[config.mk]
export PLATFORM = sky130hd
export DESIGN_NAME = ps2_mouse_packet_event_decoder_top
export DESIGN_NICKNAME = d
export VERILOG_FILES = /design/src/hdl/ps2m_pkg.sv /design/src/hdl/ps2m_packet.sv /design/src/hdl/ps2m_event_queue.sv /design/src/hdl/ps2_mouse_packet_event_decoder_top.sv
export SDC_FILE = /design/constraint.sdc
export NUM_CORES = 1
export LEC_CHECK = 0
export ABC_CLOCK_PERIOD_IN_PS = 4330
export BUFFER_PORTS_ARGS = -buffer_cell sky130_fd_sc_hd__buf_2
export CAP_MARGIN = 10
export CORE_ASPECT_RATIO = 1.75
export CORE_MARGIN = 2
export CORE_UTILIZATION = 54
export DETAILED_ROUTE_END_ITERATION = 10
export PLACE_DENSITY = 0.79
export SYNTH_ARGS = -nofsm -noshare
export SYNTH_HDL_FRONTEND = slang
export SYNTH_SLANG_ARGS = --single-unit
[constraint.sdc]
create_clock -name clk -period 4.33 [get_ports clk]
set_input_delay 0.6495 -clock clk [delete_from_list [all_inputs] [get_ports clk]]
set_output_delay 0.6495 -clock clk [all_outputs]
set_load 0.01 [all_outputs]
[src/hdl/ps2m_pkg.sv]
// ----------------------------------------------------------------------------
// ps2m_pkg
// Shared types and constants for the PS/2 mouse packet event decoder.
// ----------------------------------------------------------------------------
package ps2m_pkg;

    // Controller status bits and packet layout
    localparam int unsigned ST_OUT_FULL_BIT = 0;
    localparam int unsigned ST_AUX_BIT      = 5;
    localparam int unsigned SYNC_BIT        = 3;
    localparam int unsigned PACKET_LEN      = 3;
    localparam int unsigned BTN_MAX         = 3;

    // Events per input byte and widths that follow from it
    localparam int unsigned EV_MAX   = 4;
    localparam int unsigned EV_CNT_W = 3;
    localparam int unsigned EV_IDX_W = 2;

    // Configuration register indexes
    localparam logic CFG_HANDLER_PRESENT = 1'b0;
    localparam logic CFG_EVENT_ENABLE    = 1'b1;

    // Event enable bits
    localparam int unsigned EN_MOVE    = 0;
    localparam int unsigned EN_PRESS   = 1;
    localparam int unsigned EN_RELEASE = 2;

    typedef enum logic [1:0] {
        EV_MOVE    = 2'd0,
        EV_PRESS   = 2'd1,
        EV_RELEASE = 2'd2
    } event_kind_t;

    typedef struct packed {
        event_kind_t        kind;
        logic signed [7:0]  delta_x;
        logic signed [8:0]  delta_y;
        logic [1:0]         button_number;
        logic               last_event;
    } event_t;

    typedef event_t [EV_MAX-1:0] event_list_t;

    typedef struct packed {
        logic       handler_present;
        logic [2:0] event_enable;
    } cfg_t;

endpackage

[src/hdl/ps2m_packet.sv]
// ----------------------------------------------------------------------------
// ps2m_packet
// Packet assembly and event generation for one registered status/data pair.
// ----------------------------------------------------------------------------
module ps2m_packet #(
    parameter int unsigned BUTTON_COUNT = 3
) (
    input  logic               clk,
    input  logic               rst_n,
    input  ps2m_pkg::cfg_t     cfg,
    input  logic               take,
    input  logic [7:0]         status_byte,
    input  logic [7:0]         data_byte,
    output ps2m_pkg::event_list_t events,
    output logic [ps2m_pkg::EV_CNT_W-1:0] event_count
);
    import ps2m_pkg::*;

    localparam int unsigned NBTN = (BUTTON_COUNT > BTN_MAX) ? BTN_MAX : BUTTON_COUNT;

    logic [1:0] slot_reg;
    logic [1:0] slot_next;
    logic [7:0] bytes_reg [PACKET_LEN];
    logic [2:0] buttons_reg;
    logic [2:0] buttons_next;

    logic       byte_ok;
    logic [1:0] slot_eff;
    logic       packet_done;
    logic [7:0] b0;
    logic [7:0] b1;
    logic [7:0] b2;
    logic [EV_MAX-1:0] cand_valid;
    event_t     cand [EV_MAX];

    assign byte_ok  = take && status_byte[ST_OUT_FULL_BIT] && status_byte[ST_AUX_BIT];
    assign slot_eff = (slot_reg == 2'd3) ? 2'd0 : slot_reg;

    // The completing byte always lands in the last slot
    assign b0 = bytes_reg[0];
    assign b1 = bytes_reg[1];
    assign b2 = data_byte;
    assign packet_done = byte_ok && cfg.handler_present
                         && (slot_eff == 2'(PACKET_LEN - 1)) && b0[SYNC_BIT];

    always_comb
    begin
        slot_next = slot_reg;
        if (byte_ok && cfg.handler_present)
        begin
            slot_next = (slot_eff == 2'(PACKET_LEN - 1)) ? 2'd0 : slot_eff + 2'd1;
        end
    end

    always_comb
    begin
        buttons_next = buttons_reg;
        if (packet_done)
        begin
            buttons_next = b0[2:0];
        end
    end

    // Candidate events: move first, then buttons in order
    always_comb
    begin
        cand_valid = '0;
        for (int i = 0; i < EV_MAX; i++)
        begin
            cand[i] = '0;
        end
        cand[0].kind    = EV_MOVE;
        cand[0].delta_x = b1;
        cand[0].delta_y = -$signed({b2[7], b2});
        cand_valid[0]   = packet_done && ((b1 != 8'd0) || (b2 != 8'd0))
                          && cfg.event_enable[EN_MOVE];
        for (int i = 0; i < BTN_MAX; i++)
        begin
            cand[i+1].kind          = b0[i] ? EV_PRESS : EV_RELEASE;
            cand[i+1].button_number = 2'(i + 1);
            if (i < NBTN)
            begin
                cand_valid[i+1] = packet_done && (b0[i] != buttons_reg[i])
                                  && (b0[i] ? cfg.event_enable[EN_PRESS]
                                            : cfg.event_enable[EN_RELEASE]);
            end
        end
    end

    // Pack valid candidates to the front; flag the final one
    always_comb
    begin
        logic [EV_CNT_W-1:0] n;
        logic                later;
        n = '0;
        events = '0;
        for (int i = 0; i < EV_MAX; i++)
        begin
            later = 1'b0;
            for (int j = i + 1; j < EV_MAX; j++)
            begin
                later = later | cand_valid[j];
            end
            if (cand_valid[i])
            begin
                events[n[EV_IDX_W-1:0]]            = cand[i];
                events[n[EV_IDX_W-1:0]].last_event = !later;
                n = n + EV_CNT_W'(1);
            end
        end
        event_count = n;
    end

    always_ff @(posedge clk or negedge rst_n)
    begin
        if (!rst_n)
        begin
            slot_reg    <= 2'd0;
            buttons_reg <= 3'd0;
        end
        else
        begin
            slot_reg    <= slot_next;
            buttons_reg <= buttons_next;
        end
    end

    always_ff @(posedge clk)
    begin
        if (byte_ok)
        begin
            bytes_reg[slot_eff] <= data_byte;
        end
    end

endmodule

[src/hdl/ps2m_event_queue.sv]
// ----------------------------------------------------------------------------
// ps2m_event_queue
// Event bank for one input byte, drained one event per cycle into an
// output register while the receiver takes its output.
// ----------------------------------------------------------------------------
module ps2m_event_queue (
    input  logic                          clk,
    input  logic                          rst_n,
    input  logic                          load,
    input  ps2m_pkg::event_list_t         events,
    input  logic [ps2m_pkg::EV_CNT_W-1:0] event_count,
    output logic                          bank_free,
    output ps2m_pkg::event_t              out_event,
    output logic                          out_valid,
    input  logic                          out_ready
);
    import ps2m_pkg::*;

    event_t                bank_reg [EV_MAX];
    logic [EV_CNT_W-1:0]   cnt_reg;
    logic [EV_CNT_W-1:0]   cnt_next;
    logic [EV_IDX_W-1:0]   idx_reg;
    logic [EV_IDX_W-1:0]   idx_next;
    logic                  valid_reg;
    logic                  valid_next;
    event_t                out_reg;
    logic                  pop;

    assign pop       = (cnt_reg != '0) && (!valid_reg || out_ready);
    assign bank_free = (cnt_reg == '0) || ((cnt_reg == EV_CNT_W'(1)) && pop);
    assign out_valid = valid_reg;
    assign out_event = out_reg;

    always_comb
    begin
        cnt_next = cnt_reg;
        idx_next = idx_reg;
        if (load)
        begin
            cnt_next = event_count;
            idx_next = '0;
        end
        else if (pop)
        begin
            cnt_next = cnt_reg - EV_CNT_W'(1);
            idx_next = idx_reg + EV_IDX_W'(1);
        end
    end

    always_comb
    begin
        valid_next = valid_reg;
        if (pop)
        begin
            valid_next = 1'b1;
        end
        else if (out_ready)
        begin
            valid_next = 1'b0;
        end
    end

    always_ff @(posedge clk or negedge rst_n)
    begin
        if (!rst_n)
        begin
            cnt_reg   <= '0;
            idx_reg   <= '0;
            valid_reg <= 1'b0;
        end
        else
        begin
            cnt_reg   <= cnt_next;
            idx_reg   <= idx_next;
            valid_reg <= valid_next;
        end
    end

    always_ff @(posedge clk)
    begin
        if (load)
        begin
            for (int i = 0; i < EV_MAX; i++)
            begin
                bank_reg[i] <= events[i];
            end
        end
        if (pop)
        begin
            out_reg <= bank_reg[idx_reg];
        end
    end

endmodule

[src/hdl/ps2_mouse_packet_event_decoder_top.sv]
// ----------------------------------------------------------------------------
// ps2_mouse_packet_event_decoder_top
// PS/2 mouse packet decoder: status/data byte stream in, input events out.
// ----------------------------------------------------------------------------
// Each input request carries a controller status byte and a data byte; only
// bytes with both output-full and auxiliary-data status bits set are used.
// They are gathered into three-byte mouse packets, and a packet whose first
// byte has its sync bit set yields a move event (when either delta is
// nonzero) followed by a press or release event per changed button, up to
// four events in all, each kind only if enabled and the final one marked by
// m_tlast. A packet without the sync bit is dropped and the packet slot is
// not resynchronized. With handler_present low, bytes overwrite the current
// slot and nothing is emitted. Timing: a request is decoded while it sits in
// the input register, its events load the event bank, and from there they
// move one by one into the output register. Bytes that give no event are
// taken one per cycle while the event bank is free; a packet-completing byte
// holds the event bank until its events have drained, one event per cycle
// while m_tready allows, and the next request waits for the bank. Write
// configuration only while the block is idle.
// ----------------------------------------------------------------------------
module ps2_mouse_packet_event_decoder_top #(
    parameter int unsigned BUTTON_COUNT = 3
) (
    input  logic        clk,
    input  logic        rst_n,
    // Configuration write port
    input  logic        cfg_wen,
    input  logic        cfg_index,
    input  logic [2:0]  cfg_wdata,
    // Input stream; s_tdata: [7:0] status_byte, [15:8] data_byte
    input  logic        s_tvalid,
    output logic        s_tready,
    input  logic [15:0] s_tdata,
    // Output stream; m_tdata: [1:0] event_kind, [9:2] delta_x,
    // [18:10] delta_y, [20:19] button_number, [23:21] zero
    output logic        m_tvalid,
    input  logic        m_tready,
    output logic [23:0] m_tdata,
    output logic        m_tlast
);
    import ps2m_pkg::*;

    // Configuration registers
    logic       handler_present_reg;
    logic [2:0] event_enable_reg;
    cfg_t       cfg;

    // Input register
    logic       in_valid_reg;
    logic       in_valid_next;
    logic [7:0] status_reg;
    logic [7:0] data_reg;

    logic                decode_take;
    logic                bank_free;
    event_list_t         events;
    logic [EV_CNT_W-1:0] event_count;
    event_t              out_event;

    assign cfg.handler_present = handler_present_reg;
    assign cfg.event_enable    = event_enable_reg;

    // Decode the held request once the event bank can take its events
    assign decode_take = in_valid_reg && bank_free;
    assign s_tready    = !in_valid_reg || decode_take;

    always_comb
    begin
        in_valid_next = in_valid_reg;
        if (s_tvalid && s_tready)
        begin
            in_valid_next = 1'b1;
        end
        else if (decode_take)
        begin
            in_valid_next = 1'b0;
        end
    end

    always_ff @(posedge clk or negedge rst_n)
    begin
        if (!rst_n)
        begin
            in_valid_reg <= 1'b0;
        end
        else
        begin
            in_valid_reg <= in_valid_next;
        end
    end

    always_ff @(posedge clk)
    begin
        if (s_tvalid && s_tready)
        begin
            status_reg <= s_tdata[7:0];
            data_reg   <= s_tdata[15:8];
        end
    end

    always_ff @(posedge clk or negedge rst_n)
    begin
        if (!rst_n)
        begin
            handler_present_reg <= 1'b1;
            event_enable_reg    <= 3'd7;
        end
        else if (cfg_wen)
        begin
            unique case (cfg_index)
                CFG_HANDLER_PRESENT: handler_present_reg <= cfg_wdata[0];
                CFG_EVENT_ENABLE:    event_enable_reg    <= cfg_wdata;
                default:             ;
            endcase
        end
    end

    ps2m_packet #(
        .BUTTON_COUNT (BUTTON_COUNT)
    ) u_packet (
        .clk         (clk),
        .rst_n       (rst_n),
        .cfg         (cfg),
        .take        (decode_take),
        .status_byte (status_reg),
        .data_byte   (data_reg),
        .events      (events),
        .event_count (event_count)
    );

    ps2m_event_queue u_queue (
        .clk         (clk),
        .rst_n       (rst_n),
        .load        (decode_take),
        .events      (events),
        .event_count (event_count),
        .bank_free   (bank_free),
        .out_event   (out_event),
        .out_valid   (m_tvalid),
        .out_ready   (m_tready)
    );

    assign m_tdata = {3'b000, out_event.button_number, out_event.delta_y,
                      out_event.delta_x, out_event.kind};
    assign m_tlast = out_event.last_event;

endmodule

Yosys cells after proc, flatten, opt, wreduce, memory -nomap -nowiden
Memories as Yosys holds them, arrays and structs flattened. A register that Yosys moved wholly into a read port is not among the register bits.
Cells that the tools add are included.
- reduce and logical (&&, ||, !) cells: 38
- add/subtract/negate cells: 7
- bitwise gates (word level): 4
- multiplexer cells: 46
- eq/ne operators: 6
- magnitude comparators: 6
- operators with widths (kind ; number):
    $bwmux 88 ; 6
    $demux 22 s2 ; 6
    $mux 88 ; 3
    $mux 22 ; 3
    $logic_and 1x1->1 ; 20
    $mux 20 ; 1
    $reduce_bool 8->1 ; 2
    $mux 1 ; 15
    $mux 3 ; 5
    $mux 2 ; 7
    $neg 8->9 ; 1
    $add 3x1->3 const B ; 2
    $lt 2x3->1 const B ; 2
    $reduce_bool 2->1 ; 3
    $logic_not 1->1 ; 5
    $add 2x1->2 const B ; 2
    $eq 2x2->1 const B ; 2
    $ge 2x1->1 const B ; 2
    $logic_or 1x1->1 ; 4
    $reduce_and 2->1 ; 2
    $eq 3x1->1 const B ; 1
    $logic_not 3->1 ; 1
    $lt 1x3->1 const B ; 1
    $ne 1x1->1 ; 3
    6 further kinds ; 8
- output and inout port bits: 27
- word-level logic and storage cells: 119
- memories kept: 2
- bits in registers: 30
- RAM bits: 112
- memory list (memory ; words ; width ; rd ports ; clocked after Yosys merged registers in ; write ports ; RTL line ; source):
    u_queue.bank_reg ; 4 ; 22 ; 1 ; 1 ; 4 ; ps2m_event_queue.sv:19 ; event_t bank_reg [EV_MAX];
    u_packet.bytes_reg ; 3 ; 8 ; 2 ; 0 ; 1 ; ps2m_packet.sv:23 ; logic [7:0] bytes_reg [PACKET_LEN];

Depth between registers and ports, before layout
- word-level depth: 27
- mapped depth: 17

Cells and area by module
Synthesis repeated with hierarchy kept, for this count alone.
- cell total of the unflattened synthesis: 446
- area, all modules: 6829.0 um2
- by module, submodules not included (module ; cells each ; times used ; area an instance (um2) ; sequential area each (um2)):
    ps2m_event_queue ; 175 ; 1 ; 4205.3 ; 3453.3
    ps2m_packet ; 236 ; 1 ; 1903.1 ; 485.5
    ps2_mouse_packet_event_decoder_top ; 35 ; 1 ; 720.7 ; 610.6

Worst setup path after synthesis
Ideal clock, no wire load.
- path type: input to register
- from: input m_tready
- to: memory u_queue.bank_reg[0][9] in the netlist's numbering (data pin)
- path buffers: 2
- library setup time: 264 ps
- data required time: 4066 ps
- stages: 14
- arrival: 3425 ps
- slack: 641 ps
- path through: nand2b_1 a31o_2 buf_2 nand4_1 inv_1 ha_1 inv_1 or4b_1 buf_2 a21oi_1 ha_1 nand4_1 nand3_1 nor3b_1
- RTL lines (what ; RTL line ; source):
    start, declared ; ps2_mouse_packet_event_decoder_top.sv:37 ; input logic m_tready,
    end, declared ; ps2m_event_queue.sv:19 ;

==> metrics list <==
- Between clock sinks in the finished design, the worst skew comes to 9.574 ps.
- Post-route worst hold slack: 223.6 ps
- Along the worst path, the maximum fanout reaches 8.
- Summed over all instances, the cell type with the most area after synthesis is edfxtp_1.
* Worst-path clk slew: 60 ps
* Core Rows: 43
- Dividing the detail-routed via count by the number of cells gives 5.674.
- Area share of fa/ha/maj cells after synthesis: 0.04816
- Total area of sequential cells: 0.002838 mm²
* CTS tree: built
- CTS Sinks: 97
- Final-report max-slew violation count: 0
- Simple-gate area share of the yosys netlist: 0.1541
* Pwr Density: 664.2 mW/mm²
- For the pin with the worst max-slew slack, the measured transition is 533.0 ps.
- Counting both buffers and inverters, the worst setup path holds a total of 2.
- Multi-input combinational cell area: 0.001439 mm²
- Number of routed nets with antenna violations: 0
- Area of the core region: 0.007909 mm²
- Half-perimeter wire length after detailed placement: 5619 µm
- Reg-to-Reg End: u_queue.bank_reg[0][10]
- Synthesized-area fraction occupied by xor and xnor cells: 0.01785
- Number of cells on the worst reg-to-reg path: 13
- EDFF count, synth: 81
- Met2 wire length: 4107 µm
- For this run the aggregate overflow at the end of global routing stands at 0.
- Final critical path time including I/O delays and setup: 3912 ps
- The first global-routing pass estimated 12370 µm of wire.
* Highest achievable clock rate: 255.6 MHz
- Counting along the longest clock path gives a buffer depth of 2.
* Layout filler cell count: 577
* Most common flop cell mapped by yosys: edfxtp_1
- During placement, the flow inserted port buffers numbering 42.
- Of the cells placed in the final design, the portion with a size suffix greater than 1 is 0.2401.
- Via count of the first global-routing pass: 2642
- Post-synthesis mux area share: 0.04844
- Entering global routing, the biggest net connects 45 pins.
- Sum of met3 wire segment lengths after detailed routing: 313 µm
- In this run the post-CTS setup repair buffer count came out at 0.
- The die covers 0.008947 mm².
- Count of state elements after synthesis: 97
* Top area cells in the synthesized netlist: edfxtp_1 (55%), dfrtp_1 (6.8%), ha_1 (4.8%)
- Clock network latency to the later pin of the worst-skew pair: 340 ps
- Layout area overhead: 14.70%
- Cell type with the highest occurrence count on the critical path: ha_1
- In this run the critical register-to-register path is launched from data_reg[0].
- Count of hold-fix buffers inserted at cts: 0
* Required @ worst endpoint: 4410 ps
- TritonCTS Buffers: 9
- Critical path endpoint category: flip-flop
- Design Power: 3.365 mW
* Post-synth cell types: 52
- In the global route stage, overall resource usage came out at 0.1877.
- The share of the Yosys chip area taken by registers is 0.6425.
- VDD sags by at most 0.0004594 V.
- The cell area that synthesis handed to floorplanning was 0.004417 mm².
- Static leakage: 2.043 nW
- Clock root buffer master: clkbuf_16
- The critical path is of the flip-flop to flip-flop type.
* Non-filler cells, final: 469
- Setup slack of the most critical reg-to-reg path: 420 ps
- At the end of routability-driven placement, the weighted congestion stood at 0.9232.
- The most common cell in the synthesized netlist is edfxtp_1.
- Pre-antenna DRT Iters: 4
- The initial utilization of the core area, before any placement, comes to 0.5585.
* Residual DRC count: 0
* Cell family with the largest share of critical-path delay: simple AND/OR/NAND/NOR gates
- Total placed cells including tap cells: 453
* Routed metal-1 wire length: 2909 µm
* RSZ-0062 raised after global routing: false
- Data arrives at the worst endpoint at 3990 ps.
* Final sum of negative setup slack: 0 ps
* Worst max-slew margin expressed relative to the limit: 0.6440
- PostCTS Resize Cnt: 0
* Synthesis Warnings: 0
- The share of synthesized area in the top cell type comes to 0.5507.
* Top layer in use: met4
- The count of final hold-check violations is 0.
- The slowest stage of the critical path is the or4b_1 cell.
* # setup viols final: 0
- Across all layers, the routed design uses 2661 vias.
* Commonest cells in the netlist: edfxtp_1 (81), and2_1 (27), inv_1 (21), nand2_1 (21)
- Run status: finished clean
- The average instance in the mapped netlist occupies 13.63 µm².
- After synthesis, the largest family of logic cells by area is simple AND/OR/NAND/NOR gates.
- CTS built an H-tree with a depth of 3.
* Antenna violations before repair: 0
* Startpoint type of the worst setup path: flip-flop
- Synth Area in Compound Gates: 0.05411
- FFs w/ async S/R, synth: 0.1649
* Number of design-rule violations left by the first detailed-router iteration: 145
- Final clock period utilization by the worst path: 0.9034
- The register with the most flip-flops in the layout has 37 of them.
- The largest single stage delay on the critical path is 680 ps.
- From left edge to right edge, the die measures 72.37 µm.
- The tool flagged a number of max-cap violations equal to 0.
* Syn Inst Count: 324
* Die Y: 123.6 µm
- Traced cell by cell, the critical path runs through inv_1, ha_1, nor4b_1, and4_1, nor4_1, ha_1, inv_1, or4b_1, a21oi_1, ha_1, nand4_1, nand3_1, nor2_1.
- For this design the top-level I/O count stands at 52.
- In the final design database the tool counted 416 nets.
* Routed WL: 7600 µm
- Wirelength per Cell: 16.20 µm
- 0 antenna diodes ended up in the layout.
- Min-Delay Path Class: input port to async pin
==> metrics by stage <==
step,setup slack (ps),cell area (µm²),util
floorplan,641.2,4424,-
global placement,541.5,4742,0.5996
detailed placement,420.4,4742,0.5996
CTS,415.6,5066,0.6406
global route,42.43,5066,0.6406
finish,418.1,5066,0.6406
==> cell type report <==
| cell class | instances | share of cell area |
|---|---|---|
| clock inverters | 7 | 0.01951 |
| well taps | 90 | 0.02223 |
| flip-flops and latches | 97 | 0.5601 |
| repair buffers | 50 | 0.05335 |
| clock buffers | 9 | 0.04446 |
| inverters | 22 | 0.01630 |
| multi-input cells | 194 | 0.2840 |
==> worst max-delay path by stage <==
| stage | startpoint | to | slack [ps] | cells past startpoint |
|---|---|---|---|---|
| 4_1_cts | data_reg[0] | u_queue.bank_reg[0][10] | 420 | 13 |
| 5_1_grt | data_reg[0] | u_queue.bank_reg[0][10] | 40 | 13 |
| 3_3_place_gp | m_tready | u_queue.bank_reg[0][9] | 540 | 12 |
| 2_1_floorplan | m_tready | u_queue.bank_reg[0][9] | 640 | 14 |
| 3_5_place_dp | m_tready | u_queue.bank_reg[0][10] | 420 | 12 |
| 6_report | data_reg[0] | u_queue.bank_reg[0][10] | 420 | 13 |
==> layer usage <==
metal	global-route usage	vias up
li1	-	1284
met1	0.2006	1267
met2	0.3331	89
met3	0.04288	21
met4	0.1085	0
met5	0	-
==> logic make-up (layout without fill, tap and decap cells) <==
kind of cell	count (synthesis)	after routing
other cells	1	3
flops	97	97
fa+ha+maj	17	17
buf+inv	35	88
simple gates	118	118
xor+xnor	9	9
compound gates	33	33
mux	14	14
==> power breakdown <==
group          total, mW  switching [mW]  internal [mW]
combinational      0.857           0.505          0.352
clock              0.848           0.336          0.512
sequential          1.66           0.164           1.50
==> layout by cell type, fill, tap and decap left out, drive strengths merged, types with 3 or more instances in the layout <==
| cell | netlist | layout |
|---|---|---|
| and2 | 27 | 27 |
| buf | 9 | 50 |
| nor4b | 3 | 3 |
| ha | 17 | 17 |
| nand4 | 7 | 7 |
| dfstp | 4 | 4 |
| o21ai | 8 | 8 |
| xor2 | 4 | 4 |
| nand3 | 9 | 9 |
| nor2 | 17 | 17 |
| mux2 | 9 | 9 |
| nand2b | 6 | 6 |
| and4 | 5 | 5 |
| nand2 | 21 | 21 |
| o21a | 3 | 3 |
| edfxtp | 81 | 81 |
| o31ai | 3 | 3 |
| mux4 | 5 | 5 |
| nor3b | 3 | 3 |
| clkbuf | 4 | 9 |
| nor3 | 4 | 4 |
| inv | 22 | 25 |
| dfrtp | 12 | 12 |
| a211oi | 3 | 3 |
| conb | 1 | 3 |
| nor4 | 3 | 3 |
| xnor2 | 5 | 5 |
| nor2b | 3 | 3 |
| nand3b | 4 | 4 |
==> worst register-to-register path, cell delays in order, from the launching register on <==
cell and delay [ps]:
edfxtp_1 460, inv_1 110, ha_1 240, nor4b_1 260, and4_1 280, nor4_1 80
ha_1 340, inv_1 60, or4b_1 680, a21oi_1 270, ha_1 230, nand4_1 210
nand3_1 340, nor2_1 110
No activity file was read; power rests on OpenSTA's default activity.
